**src/ktga_pkg.sv**
```systemverilog
package ktga_pkg;

  localparam int SAMPLE_BITS = 10;
  localparam int ADC_W       = 10;
  localparam int CFG_W       = 10;
  localparam int CFG_IDX_W   = 3;
  localparam int COUNT_W     = 12;
  localparam int PAT_W       = 8;

  typedef enum logic [1:0] {
    ACT_TICK = 2'd0,
    ACT_GAS  = 2'd1,
    ACT_RUN  = 2'd2,
    ACT_STOP = 2'd3
  } action_t;

  typedef enum logic [1:0] {
    REP_NONE    = 2'd0,
    REP_GAS_ON  = 2'd1,
    REP_GAS_OFF = 2'd2,
    REP_STOPPED = 2'd3
  } report_t;

  typedef enum logic [1:0] {
    MODE_IDLE    = 2'd0,
    MODE_COUNT   = 2'd1,
    MODE_TIMEOUT = 2'd2,
    MODE_GAS     = 2'd3
  } mode_t;

  typedef enum logic [CFG_IDX_W-1:0] {
    REG_THRESH_1 = 3'd0,
    REG_THRESH_2 = 3'd1,
    REG_THRESH_3 = 3'd2,
    REG_THRESH_4 = 3'd3,
    REG_THRESH_5 = 3'd4,
    REG_UNIT     = 3'd5
  } reg_index_t;

  typedef struct packed {
    logic [CFG_W-1:0] thresh_1;
    logic [CFG_W-1:0] thresh_2;
    logic [CFG_W-1:0] thresh_3;
    logic [CFG_W-1:0] thresh_4;
    logic [CFG_W-1:0] thresh_5;
    logic [CFG_W-1:0] unit;
  } cfg_t;

  typedef struct packed {
    logic               buzzer;
    logic               lamp_run;
    logic               lamp_gas;
    logic               tick_fast;
    logic               tick_on;
    logic               beep_pulse;
    report_t            report;
    mode_t              mode;
    logic [COUNT_W-1:0] remaining;
  } result_t;

endpackage

```
**src/knob_timer_gas_alarm_controller.sv**
```systemverilog
// Appliance reminder controller. Each input transaction carries one event (timer tick, gas
// onset, run press or stop press) and produces exactly one output transaction holding the
// lamp and buzzer levels, tick settings, beep request, report code, mode and remaining count.
// An event is captured in an input register and evaluated against the controller state into
// the output register, so the block takes one transaction per clock while the output is not
// stalled; the state update of one event feeding the next sets that rate. Configuration
// registers are written through cfg_we, cfg_index and cfg_data; the user must do so only
// while idle, as the block itself does not enforce it.
module knob_timer_gas_alarm_controller (
  input  logic                           clk,
  input  logic                           rst,
  input  logic                           cfg_we,
  input  logic [ktga_pkg::CFG_IDX_W-1:0] cfg_index,
  input  logic [ktga_pkg::CFG_W-1:0]     cfg_data,
  input  logic                           in_valid,
  output logic                           in_stall,
  input  logic [1:0]                     action,
  input  logic [ktga_pkg::ADC_W-1:0]     adc_sample,
  input  logic                           gas_present,
  output logic                           out_valid,
  input  logic                           out_stall,
  output logic                           buzzer,
  output logic                           lamp_run,
  output logic                           lamp_gas,
  output logic                           tick_fast,
  output logic                           tick_on,
  output logic                           beep_pulse,
  output logic [1:0]                     report,
  output logic [1:0]                     mode,
  output logic [ktga_pkg::COUNT_W-1:0]   remaining
);
  import ktga_pkg::*;

  cfg_t             cfg;
  result_t          result;
  result_t          out_res;
  logic             s1_valid;
  logic [1:0]       s1_action;
  logic [ADC_W-1:0] s1_sample;
  logic             s1_present;
  logic             advance;
  logic             load;

  assign advance  = s1_valid && (!out_valid || !out_stall);
  assign in_stall = s1_valid && !advance;
  assign load     = in_valid && !in_stall;

  ktga_cfg u_cfg (
    .clk       (clk),
    .rst       (rst),
    .cfg_we    (cfg_we),
    .cfg_index (cfg_index),
    .cfg_data  (cfg_data),
    .cfg       (cfg)
  );

  ktga_step u_step (
    .clk         (clk),
    .rst         (rst),
    .advance     (advance),
    .action      (s1_action),
    .adc_sample  (s1_sample),
    .gas_present (s1_present),
    .cfg         (cfg),
    .result      (result)
  );

  always_ff @(posedge clk) begin
    if (rst) begin
      s1_valid <= 1'b0;
    end else if (load) begin
      s1_valid <= 1'b1;
    end else if (advance) begin
      s1_valid <= 1'b0;
    end
  end

  always_ff @(posedge clk) begin
    if (load) begin
      s1_action  <= action;
      s1_sample  <= adc_sample;
      s1_present <= gas_present;
    end
  end

  always_ff @(posedge clk) begin
    if (rst) begin
      out_valid <= 1'b0;
    end else if (advance) begin
      out_valid <= 1'b1;
    end else if (!out_stall) begin
      out_valid <= 1'b0;
    end
  end

  always_ff @(posedge clk) begin
    if (advance) begin
      out_res <= result;
    end
  end

  assign buzzer     = out_res.buzzer;
  assign lamp_run   = out_res.lamp_run;
  assign lamp_gas   = out_res.lamp_gas;
  assign tick_fast  = out_res.tick_fast;
  assign tick_on    = out_res.tick_on;
  assign beep_pulse = out_res.beep_pulse;
  assign report     = out_res.report;
  assign mode       = out_res.mode;
  assign remaining  = out_res.remaining;

endmodule

```
**src/ktga_cfg.sv**
```systemverilog
module ktga_cfg (
  input  logic                           clk,
  input  logic                           rst,
  input  logic                           cfg_we,
  input  logic [ktga_pkg::CFG_IDX_W-1:0] cfg_index,
  input  logic [ktga_pkg::CFG_W-1:0]     cfg_data,
  output ktga_pkg::cfg_t                 cfg
);
  import ktga_pkg::*;

  always_ff @(posedge clk) begin
    if (rst) begin
      cfg.thresh_1 <= CFG_W'(170);
      cfg.thresh_2 <= CFG_W'(326);
      cfg.thresh_3 <= CFG_W'(476);
      cfg.thresh_4 <= CFG_W'(675);
      cfg.thresh_5 <= CFG_W'(821);
      cfg.unit     <= CFG_W'(600);
    end else if (cfg_we) begin
      case (cfg_index)
        REG_THRESH_1: cfg.thresh_1 <= cfg_data;
        REG_THRESH_2: cfg.thresh_2 <= cfg_data;
        REG_THRESH_3: cfg.thresh_3 <= cfg_data;
        REG_THRESH_4: cfg.thresh_4 <= cfg_data;
        REG_THRESH_5: cfg.thresh_5 <= cfg_data;
        REG_UNIT:     cfg.unit     <= cfg_data;
        default: ;
      endcase
    end
  end

endmodule

```
**src/ktga_step.sv**
```systemverilog
module ktga_step (
  input  logic                       clk,
  input  logic                       rst,
  input  logic                       advance,
  input  logic [1:0]                 action,
  input  logic [ktga_pkg::ADC_W-1:0] adc_sample,
  input  logic                       gas_present,
  input  ktga_pkg::cfg_t             cfg,
  output ktga_pkg::result_t          result
);
  import ktga_pkg::*;

  typedef struct packed {
    logic               timeout_active;
    logic               gas_active;
    logic               run_active;
    logic               ticks_enabled;
    logic               run_button_enabled;
    logic               report_pending;
    logic               fast_select;
    logic [COUNT_W-1:0] preset_ticks;
    logic [COUNT_W-1:0] countdown;
    logic [PAT_W-1:0]   pattern_count;
    logic               buz;
    logic               run_lamp;
    logic               gas_lamp;
  } state_t;

  localparam logic [ADC_W-1:0] SampleMask = ADC_W'((1 << SAMPLE_BITS) - 1);

  state_t  st;
  state_t  st_next;
  state_t  st_reset;

  function automatic state_t timeout_pattern(input state_t s);
    state_t r;
    r = s;
    if (s.pattern_count < PAT_W'(4)) begin
      r.run_lamp = 1'b1;
      r.buz      = 1'b1;
    end else if (s.pattern_count < PAT_W'(7))  r.buz = 1'b0;
    else if (s.pattern_count < PAT_W'(10)) r.buz = 1'b1;
    else if (s.pattern_count < PAT_W'(13)) r.buz = 1'b0;
    else if (s.pattern_count < PAT_W'(16)) r.buz = 1'b1;
    else if (s.pattern_count < PAT_W'(19)) r.buz = 1'b0;
    else if (s.pattern_count < PAT_W'(22)) r.buz = 1'b1;
    else if (s.pattern_count < PAT_W'(25)) r.buz = 1'b0;
    else if (s.pattern_count < PAT_W'(28)) r.buz = 1'b1;
    else if (s.pattern_count < PAT_W'(36)) r.buz = 1'b0;
    else if (s.pattern_count < PAT_W'(38)) r.buz = 1'b1;
    else if (s.pattern_count < PAT_W'(41)) r.buz = 1'b0;
    else if (s.pattern_count < PAT_W'(49)) r.buz = 1'b1;
    else if (s.pattern_count < PAT_W'(81)) r.buz = 1'b0;
    else r.pattern_count = '0;
    return r;
  endfunction

  function automatic state_t gas_pattern(input state_t s, input logic present,
                                         input logic may_report, input report_t rep_i,
                                         output report_t rep_o);
    state_t r;
    r     = s;
    rep_o = rep_i;
    r.run_button_enabled = 1'b0;
    if (present) begin
      if (s.pattern_count == PAT_W'(2)) begin
        r.gas_lamp      = ~s.gas_lamp;
        r.buz           = ~s.buz;
        r.pattern_count = '0;
      end
    end else begin
      if (s.report_pending && may_report) begin
        rep_o            = REP_GAS_OFF;
        r.report_pending = 1'b0;
      end
      if (s.pattern_count < PAT_W'(6)) begin
        r.gas_lamp = 1'b1;
        r.buz      = 1'b1;
      end else if (s.pattern_count < PAT_W'(7))  r.buz = 1'b0;
      else if (s.pattern_count < PAT_W'(13)) r.buz = 1'b1;
      else if (s.pattern_count < PAT_W'(63)) r.buz = 1'b0;
      else r.pattern_count = '0;
    end
    return r;
  endfunction

  function automatic state_t alarm_step(input state_t s, input logic present,
                                        input logic may_report, input report_t rep_i,
                                        output report_t rep_o);
    state_t r;
    r     = s;
    rep_o = rep_i;
    if (s.timeout_active) r = timeout_pattern(s);
    else if (s.gas_active) r = gas_pattern(s, present, may_report, rep_i, rep_o);
    return r;
  endfunction

  logic [ADC_W-1:0]   sample;
  logic [2:0]         units;
  logic [COUNT_W-1:0] want;
  logic               beep;
  report_t            rep;
  report_t            rep_a;
  mode_t              mode;

  assign sample = adc_sample & SampleMask;

  always_comb begin
    priority if (sample < cfg.thresh_1) units = 3'd6;
    else if (sample < cfg.thresh_2) units = 3'd5;
    else if (sample < cfg.thresh_3) units = 3'd4;
    else if (sample < cfg.thresh_4) units = 3'd3;
    else if (sample < cfg.thresh_5) units = 3'd2;
    else units = 3'd1;
  end

  assign want = COUNT_W'(units) * COUNT_W'(cfg.unit);

  always_comb begin
    st_next = st;
    beep    = 1'b0;
    rep     = REP_NONE;
    rep_a   = REP_NONE;
    unique case (action_t'(action))
      ACT_TICK: begin
        if (st.ticks_enabled) begin
          if (st.timeout_active || st.gas_active) begin
            st_next.pattern_count = st.pattern_count + PAT_W'(1);
            st_next = alarm_step(st_next, gas_present, 1'b1, rep, rep_a);
            rep     = rep_a;
          end else begin
            if (st.preset_ticks == want) begin
              if (st.countdown != '0) st_next.countdown = st.countdown - COUNT_W'(1);
              if (st_next.countdown == '0) begin
                st_next.timeout_active = 1'b1;
                st_next.fast_select    = 1'b1;
                st_next.pattern_count  = '0;
              end
            end else begin
              st_next.preset_ticks = want;
              st_next.countdown    = want;
              beep                 = 1'b1;
              st_next.buz          = 1'b0;
            end
            st_next.run_lamp = ~st_next.run_lamp;
            if (st_next.timeout_active) begin
              st_next = alarm_step(st_next, gas_present, 1'b1, rep, rep_a);
              rep     = rep_a;
            end
          end
        end
      end
      ACT_GAS: begin
        st_next.gas_active     = 1'b1;
        st_next.timeout_active = 1'b0;
        st_next.ticks_enabled  = 1'b1;
        st_next.fast_select    = 1'b1;
        st_next.pattern_count  = '0;
        st_next.report_pending = 1'b1;
        rep                    = REP_GAS_ON;
        st_next = alarm_step(st_next, gas_present, 1'b0, rep, rep_a);
        rep     = rep_a;
      end
      ACT_RUN: begin
        if (st.run_button_enabled) begin
          st_next.run_active     = 1'b1;
          st_next.run_lamp       = 1'b1;
          st_next.preset_ticks   = '0;
          st_next.ticks_enabled  = 1'b1;
          st_next.timeout_active = 1'b0;
          st_next.fast_select    = 1'b0;
          st_next = alarm_step(st_next, gas_present, 1'b1, rep, rep_a);
          rep     = rep_a;
        end
      end
      ACT_STOP: begin
        beep                       = 1'b1;
        st_next.buz                = 1'b0;
        st_next.run_lamp           = 1'b0;
        st_next.gas_lamp           = 1'b0;
        st_next.gas_active         = 1'b0;
        st_next.timeout_active     = 1'b0;
        st_next.run_active         = 1'b0;
        st_next.ticks_enabled      = 1'b0;
        st_next.run_button_enabled = 1'b1;
        rep                        = REP_STOPPED;
      end
    endcase
  end

  always_comb begin
    priority if (st_next.timeout_active) mode = MODE_TIMEOUT;
    else if (st_next.gas_active) mode = MODE_GAS;
    else if (st_next.run_active) mode = MODE_COUNT;
    else mode = MODE_IDLE;
  end

  always_comb begin
    result.buzzer     = st_next.buz;
    result.lamp_run   = st_next.run_lamp;
    result.lamp_gas   = st_next.gas_lamp;
    result.tick_fast  = st_next.fast_select;
    result.tick_on    = st_next.ticks_enabled;
    result.beep_pulse = beep;
    result.report     = rep;
    result.mode       = mode;
    result.remaining  = st_next.countdown;
  end

  always_comb begin
    st_reset                    = '0;
    st_reset.run_button_enabled = 1'b1;
  end

  always_ff @(posedge clk) begin
    if (rst) begin
      st <= st_reset;
    end else if (advance) begin
      st <= st_next;
    end
  end

endmodule

```
**config.mk**
```make
export PLATFORM = sky130hd
export DESIGN_NAME = knob_timer_gas_alarm_controller
export DESIGN_NICKNAME = d
export VERILOG_FILES = /design/src/ktga_pkg.sv /design/src/knob_timer_gas_alarm_controller.sv /design/src/ktga_cfg.sv /design/src/ktga_step.sv
export SDC_FILE = /design/constraint.sdc
export NUM_CORES = 1
export LEC_CHECK = 0
export ABC_AREA = 1
export BUFFER_PORTS_ARGS = -buffer_cell sky130_fd_sc_hd__buf_2
export CORE_MARGIN = 10
export CORE_UTILIZATION = 25
export DETAILED_ROUTE_END_ITERATION = 8
export GPL_TIMING_DRIVEN = 0
export SYNTH_ARGS = -nofsm -noshare
export SYNTH_HDL_FRONTEND = slang
export SYNTH_SLANG_ARGS = --single-unit
```
**constraint.sdc**
```tcl
create_clock -name clk -period 6.6 [get_ports clk]
set_clock_uncertainty 0.2 [all_clocks]
set_input_delay 0.66 -clock clk [delete_from_list [all_inputs] [get_ports clk]]
set_output_delay 0.66 -clock clk [all_outputs]
set_load 0.05 [all_outputs]
```
==> results of run 1 <==
==> worst max-delay path by stage <==
stage                                            to                   start  cells past startpoint  slack, ns
after global routing      u_step.st[1]$_SDFFE_PP0P_  s1_sample[7]$_DFFE_PP_                     37       0.43
after CTS                 u_step.st[2]$_SDFFE_PP0P_  s1_sample[9]$_DFFE_PP_                     35       1.01
after global placement    u_step.st[2]$_SDFFE_PP0P_  s1_sample[9]$_DFFE_PP_                     35       1.02
final                     u_step.st[2]$_SDFFE_PP0P_  s1_sample[5]$_DFFE_PP_                     35       0.97
after floorplan             remaining[11]$_DFFE_PP_  s1_sample[9]$_DFFE_PP_                     35       1.89
after detailed placement  u_step.st[2]$_SDFFE_PP0P_  s1_sample[9]$_DFFE_PP_                     35       1.03
==> cell usage after synthesis, types with 3 or more instances <==
| master | number | share of area [%] |
|---|---|---|
| a21oi_2 | 16 | 1.5 |
| o21ai_0 | 79 | 4.3 |
| a211oi_1 | 5 | 0.41 |
| a21oi_1 | 96 | 5.2 |
| o2111ai_1 | 3 | 0.29 |
| o22ai_1 | 4 | 0.27 |
| clkbuf_1 | 28 | 1.1 |
| nor3_1 | 9 | 0.49 |
| o211ai_1 | 27 | 2.2 |
| inv_1 | 204 | 8.3 |
| nand2_4 | 3 | 0.37 |
| edfxtp_1 | 35 | 11 |
| nand2_1 | 267 | 11 |
| inv_2 | 6 | 0.25 |
| o21ai_1 | 35 | 1.9 |
| nand4_1 | 16 | 1.1 |
| dfxtp_1 | 104 | 23 |
| ha_1 | 65 | 8.9 |
| a31oi_1 | 6 | 0.41 |
| nor2_2 | 3 | 0.20 |
| xor2_1 | 9 | 0.86 |
| buf_2 | 5 | 0.27 |
| xnor2_1 | 4 | 0.38 |
| fa_1 | 9 | 2.0 |
| o31ai_1 | 4 | 0.33 |
| o21ai_2 | 9 | 0.86 |
| nand3_1 | 63 | 3.4 |
| nor2_1 | 122 | 5.0 |
| nand3b_1 | 4 | 0.33 |
| nand2_2 | 11 | 0.75 |
| a21o_1 | 7 | 0.57 |
==> stage by stage <==
step	cell area (um2)	hold WS, ns	cells	utilization (%)
global route	10600	0.186	1838	29.1
CTS	10600	0.181	1838	29.1
detailed placement	10000	0.248	1806	27.5
global placement	10000	0.241	1806	27.5
finish	10600	0.200	1838	29.1
floorplan	9180	0.229	1285	-
==> power groups by stage <==
stage	Sequential, uW	Clock, uW	Combinational [uW]
final	938	978	573
after CTS	938	998	572
after global routing	942	1030	656
after global placement	955	0	561
after floorplan	976	0	406
after detailed placement	956	0	569
==> cells in the final DEF (no fill, tap or decap), types with 6 or more instances in the layout <==
| master | count |
|---|---|
| a21o_1 | 7 |
| a21oi_1 | 96 |
| a21oi_2 | 16 |
| a31oi_1 | 6 |
| buf_2 | 58 |
| clkbuf_1 | 30 |
| clkbuf_16 | 17 |
| dfxtp_1 | 104 |
| edfxtp_1 | 35 |
| fa_1 | 9 |
| ha_1 | 65 |
| inv_1 | 204 |
| inv_2 | 6 |
| nand2_1 | 267 |
| nand2_2 | 11 |
| nand3_1 | 63 |
| nand4_1 | 16 |
| nor2_1 | 122 |
| nor3_1 | 9 |
| o211ai_1 | 27 |
| o21ai_0 | 79 |
| o21ai_1 | 35 |
| o21ai_2 | 9 |
| xor2_1 | 9 |
==> sequential cells by signal (all words and copies together), names as in the netlist, 2 cells and up <==
register   flops
u_cfg.cfg     60
u_step.st     42
remaining     12
s1_sample     10
mode           2
report         2
s1_action      2
==> layer usage <==
metal | track usage (%) | vias to the layer above
li1 | - | 4370
met1 | 14.8 | 3927
met2 | 17.3 | 218
met3 | 2.31 | 22
met4 | 2.98 | 0
met5 | 0 | -
==> final cells by class <==
cell class              count  area, um2  area share, %
multi-input cells         897       5060           47.7
flip-flops and latches    139       3130           29.5
inverters                 213        802           7.55
well taps                 468        586           5.51
clock buffers              20        437           4.11
repair buffers             53        265           2.50
plain buffers              36        186           1.76
clock inverters            12        148           1.39
==> logic make-up (layout without fill, tap and decap cells) <==
family / Yosys count / after routing / share of synthesized area, %
simple gates: 508 / 508 / 23.5
compound gates: 300 / 300 / 19.2
buf+inv: 249 / 334 / 10.8
flops: 139 / 139 / 34.1
fa+ha+maj: 74 / 74 / 10.8
xor+xnor: 15 / 15 / 1.59
==> flow_metrics.tcl, run 1 <==
set metrics [dict create \
    port_buffers 53 \
    leakagePower_uw 0.00489 \
    p_sw_uw 804 \
    fin_nets 1462 \
    vias 8537 \
    r2r_end "u_step.st[2]$_SDFFE_PP0P_" \
    critPathSlowestCell "edfxtp_1" \
    htreeDepth 4 \
    grt_pass1_vias 8037 \
    synthArstFlopShare_pct 0 \
    critical_path.max_fanout 8 \
    power_frac_clock_pct 39.3 \
    holdCritStartpoint "adc_sample[6]" \
    clock-sinks 139 \
    rrSetupSlack_ns 0.97 \
    powerDensity_nw_per_um2 234 \
    clk_pin_slew_ns 0.06 \
    ys_seq_area_share_pct 34.1 \
    drv_cap 0 \
    tightest_slew_ns 0.867 \
    ctsResizeCount 0 \
    critPathTopFamily "simple AND/OR/NAND/NOR gates" \
    finalSetupViolCount 0 \
    cts_setup_buffers 0 \
    power_uw 2490 \
    routed_via_density 4.64 \
    path_buf_inv 3 \
    netlist-cell-type-count 51 \
    fin_crit_ns 5.63 \
    cp_common_cell "nand2_1" \
    core_um2 36400 \
    cts_tree "built" \
    synth_flop_cell "dfxtp_1" \
    fmax_ghz 0.178 \
    area_growth_pct 15.6 \
    wl_met2_mm 11.0 \
    wl_mm 24.6 \
    die_y_um 212 \
    power.share.combinational_pct 23.0 \
    post-dp-hpwl_mm 19.0 \
    synth_edf_count 35 \
    hold_path.class "in2reg" \
    n_antenna_cell 0 \
    ys_warn_count 0 \
    startpoint_type "flop" \
    worst_setup_path_end_kind "flop" \
    grt_pass1_wl_mm 40.1 \
    grt_usage_pct 11.0 \
    hold_buffers 0 \
    dr.first_iter.drc_count 630 \
    postSynthAreaPerCell_um2 7.15 \
    n_fill_cell 3969 \
    die-area_um2 44800 \
    cts_root_buf "clkbuf_16" \
    syn_inst 1285 \
    p_int_uw 1680 \
    whs_endpoint "s1_sample[6]$_DFFE_PP_" \
    detail_route.wl_per_cell_um 13.4 \
    drcViolationCount 0 \
    preCtsSetupSlack_ns 1.03 \
    yosys_register_bits 139 \
    critical-path-max-stage-delay_ns 0.53 \
    hold_viol 0 \
    hold_depth 1 \
    grt_overflow_total 0 \
    antenna_found_initial 0 \
    wl_met3_mm 1.33 \
    syn_nets 1390 \
    dr.pass1.iters 5 \
    clk_path_buf_depth 2 \
    p_seq_share_pct 37.7 \
    gp_congestion 0.901 \
    path_class "reg2reg" \
    ant_nets 0 \
    slew_headroom_pct 40.7 \
    p_sw_share_pct 32.3 \
    tns_ns 0 \
    cts_buffers 17 \
    drt-met1-wl_mm 12.0 \
    syn_area_um2 9180 \
    fp.dieW_um 212 \
    std_cell_rows 70 \
    drive_gt1_share_pct 10.9 \
    grt_max_degree 32 \
    critPathArrivalTime_ns 5.79 \
    clock_latency_ns 0.44 \
    fin_ws_ns 0.968 \
    crit_required_ns 6.76 \
    vdd_ir_drop_max_v 0.000195 \
    io_pins 55 \
    fin_crit_sh_pct 85.3 \
    r2r-start "s1_sample[5]$_DFFE_PP_" \
    status "finished, final reports clean" \
    rsz0062_at_grt "no" \
    top_layer "met4" \
    finalMaxSlewViolations 0 \
    reg2reg_depth 35 \
    start_util_pct 25.2 \
]
Note: power is estimated with default switching activity, not from simulation.
==> inputs of run 2 (changes only) <==
- CORE_UTILIZATION: 25 -> 40
==> flow_metrics.tcl, run 2 (synthesis results as in run 1) <==
set metrics [dict create \
    top_register "u_cfg.cfg" \
    fin_crit_ns 5.68 \
    grt_pass1_vias 7984 \
    fin_crit_sh_pct 86.1 \
    largest_register_ffs 60 \
    drive_gt1_share_pct 11.1 \
    critical-path-max-stage-delay_ns 0.53 \
    worst_setup_path_end_kind "flop" \
    rsz0062_at_grt "no" \
    grt_max_degree 32 \
    grt_overflow_total 0 \
    cts_buffers 17 \
    drcViolationCount 0 \
    io_pins 55 \
    power_uw 2500 \
    finalSetupViolCount 0 \
    critPathSlowestCell "edfxtp_1" \
    cp_common_cell "nand2_1" \
    critPathArrivalTime_ns 5.82 \
    fin_nets 1462 \
    powerDensity_nw_per_um2 240 \
    clock-sinks 139 \
    drv_cap 0 \
    finalMaxSlewViolations 0 \
    status "finished, final reports clean" \
    hold_ws_ns 0.206 \
    gp_congestion 0.929 \
    critical_path.max_fanout 8 \
    power_frac_clock_pct 39.6 \
    p_sw_uw 810 \
    grt_pass1_wl_mm 40.1 \
    leakagePower_uw 0.00490 \
    startpoint_type "flop" \
    core_um2 22600 \
    cts_setup_buffers 0 \
    wl_mm 24.2 \
    grt_usage_pct 16.8 \
    ctsResizeCount 0 \
    cts_tree "built" \
    hold_buffers 0 \
    design_area_um2 10400 \
    clock_latency_ns 0.42 \
    area_growth_pct 13.3 \
    antenna_found_initial 0 \
    routed_via_density 5.10 \
    detail_route.wl_per_cell_um 14.6 \
    crit_required_ns 6.73 \
    hold_viol 0 \
    placed_area_um2 9810 \
    die_y_um 172 \
    n_antenna_cell 0 \
    fmax_ghz 0.176 \
    port_buffers 53 \
    tightest_slew_ns 0.892 \
    slew_headroom_pct 39.0 \
    tns_ns 0 \
    vias 8445 \
    power.share.combinational_pct 22.9 \
    die-area_um2 29400 \
    cts_root_buf "clkbuf_16" \
    final_cell_mix "nand2_1 (267), inv_1 (204), nor2_1 (122)" \
    std_cell_rows 55 \
    p_int_uw 1690 \
    hold_path.class "in2reg" \
    final_common_cell "nand2_1" \
    vdd_ir_drop_max_v 0.000169 \
    path_class "reg2reg" \
    post-dp-hpwl_mm 18.7 \
    fp.dieW_um 172 \
    dr.pass1.iters 5 \
    p_sw_share_pct 32.4 \
    ant_nets 0 \
    clk_path_buf_depth 2 \
    p_seq_share_pct 37.5 \
    htreeDepth 4 \
    clk_pin_slew_ns 0.07 \
    dr.first_iter.drc_count 443 \
    start_util_pct 40.6 \
]
==> run 2: changes by cell type in the layout (fill, tap and decap cells not counted) <==
| cell | change |
|---|---|
| clkinv_4 | +3 |
| clkinv_1 | -1 |
| clkinvlp_4 | -2 |
| clkinv_2 | -1 |
| inv_6 | +2 |
| clkbuf_1 | -1 |
==> run 2: layout make-up <==
type | count | area, um2
Multi-Input combinational cell | 897 | 5060
Clock buffer | 19 | 433
Buffer | 36 | 186
Timing Repair Buffer | 53 | 265
Inverter | 213 | 802
Clock inverter | 13 | 168
Tap cell | 285 | 357
Sequential cell | 139 | 3130
Fill cell | 2273 | 12200
==> run 2: power by group through the flow <==
| stage | logic (uW) | registers (uW) | clock network (uW) |
|---|---|---|---|
| 6_report | 573 | 937 | 992 |
| 5_1_grt | 655 | 941 | 1050 |
| 4_1_cts | 573 | 937 | 1010 |
| 3_5_place_dp | 570 | 955 | 0 |
| 3_3_place_gp | 562 | 955 | 0 |
| 2_1_floorplan | 406 | 976 | 0 |
==> run 2: per-stage QoR <==
stage          util [%]  instances  worst slack [ns]
6_report           46.0       1655             0.917
5_1_grt            46.0       1655             0.416
4_1_cts            46.0       1655             0.929
3_5_place_dp       43.3       1623             0.973
3_3_place_gp       43.3       1623             0.997
2_1_floorplan         -       1285              1.89
==> run 2: worst max-delay path: cells and delay by family (launching register included) <==
kind,cells,cell delay (ns)
and+or+nand+nor,26,2.77
adders and majority gates,4,1.50
DFF,1,0.53
buffers and inverters,3,0.33
AOI/OAI and AO/OA,2,0.26
==> run 2: worst paths after layout <==
kind / start / to / slack, ns / depth (start not counted)
max: s1_sample[5]$_DFFE_PP_ / u_step.st[2]$_SDFFE_PP0P_ / 0.92 / 35
min: adc_sample[3] / s1_sample[3]$_DFFE_PP_ / 0.21 / 1
max reg2reg: s1_sample[5]$_DFFE_PP_ / u_step.st[2]$_SDFFE_PP0P_ / 0.92 / 35
min reg2reg: u_cfg.cfg[49]$_SDFFE_PP0P_ / u_cfg.cfg[49]$_SDFFE_PP0P_ / 0.26 / 2
==> run 2: routing by layer <==
layer	global-route usage, %	vias up	part of all wire [%]
met5	0	-	0
met4	3.89	0	0.97
met3	3.21	18	5.2
met2	27.3	185	45
met1	22.5	3868	49
li1	-	4374	-
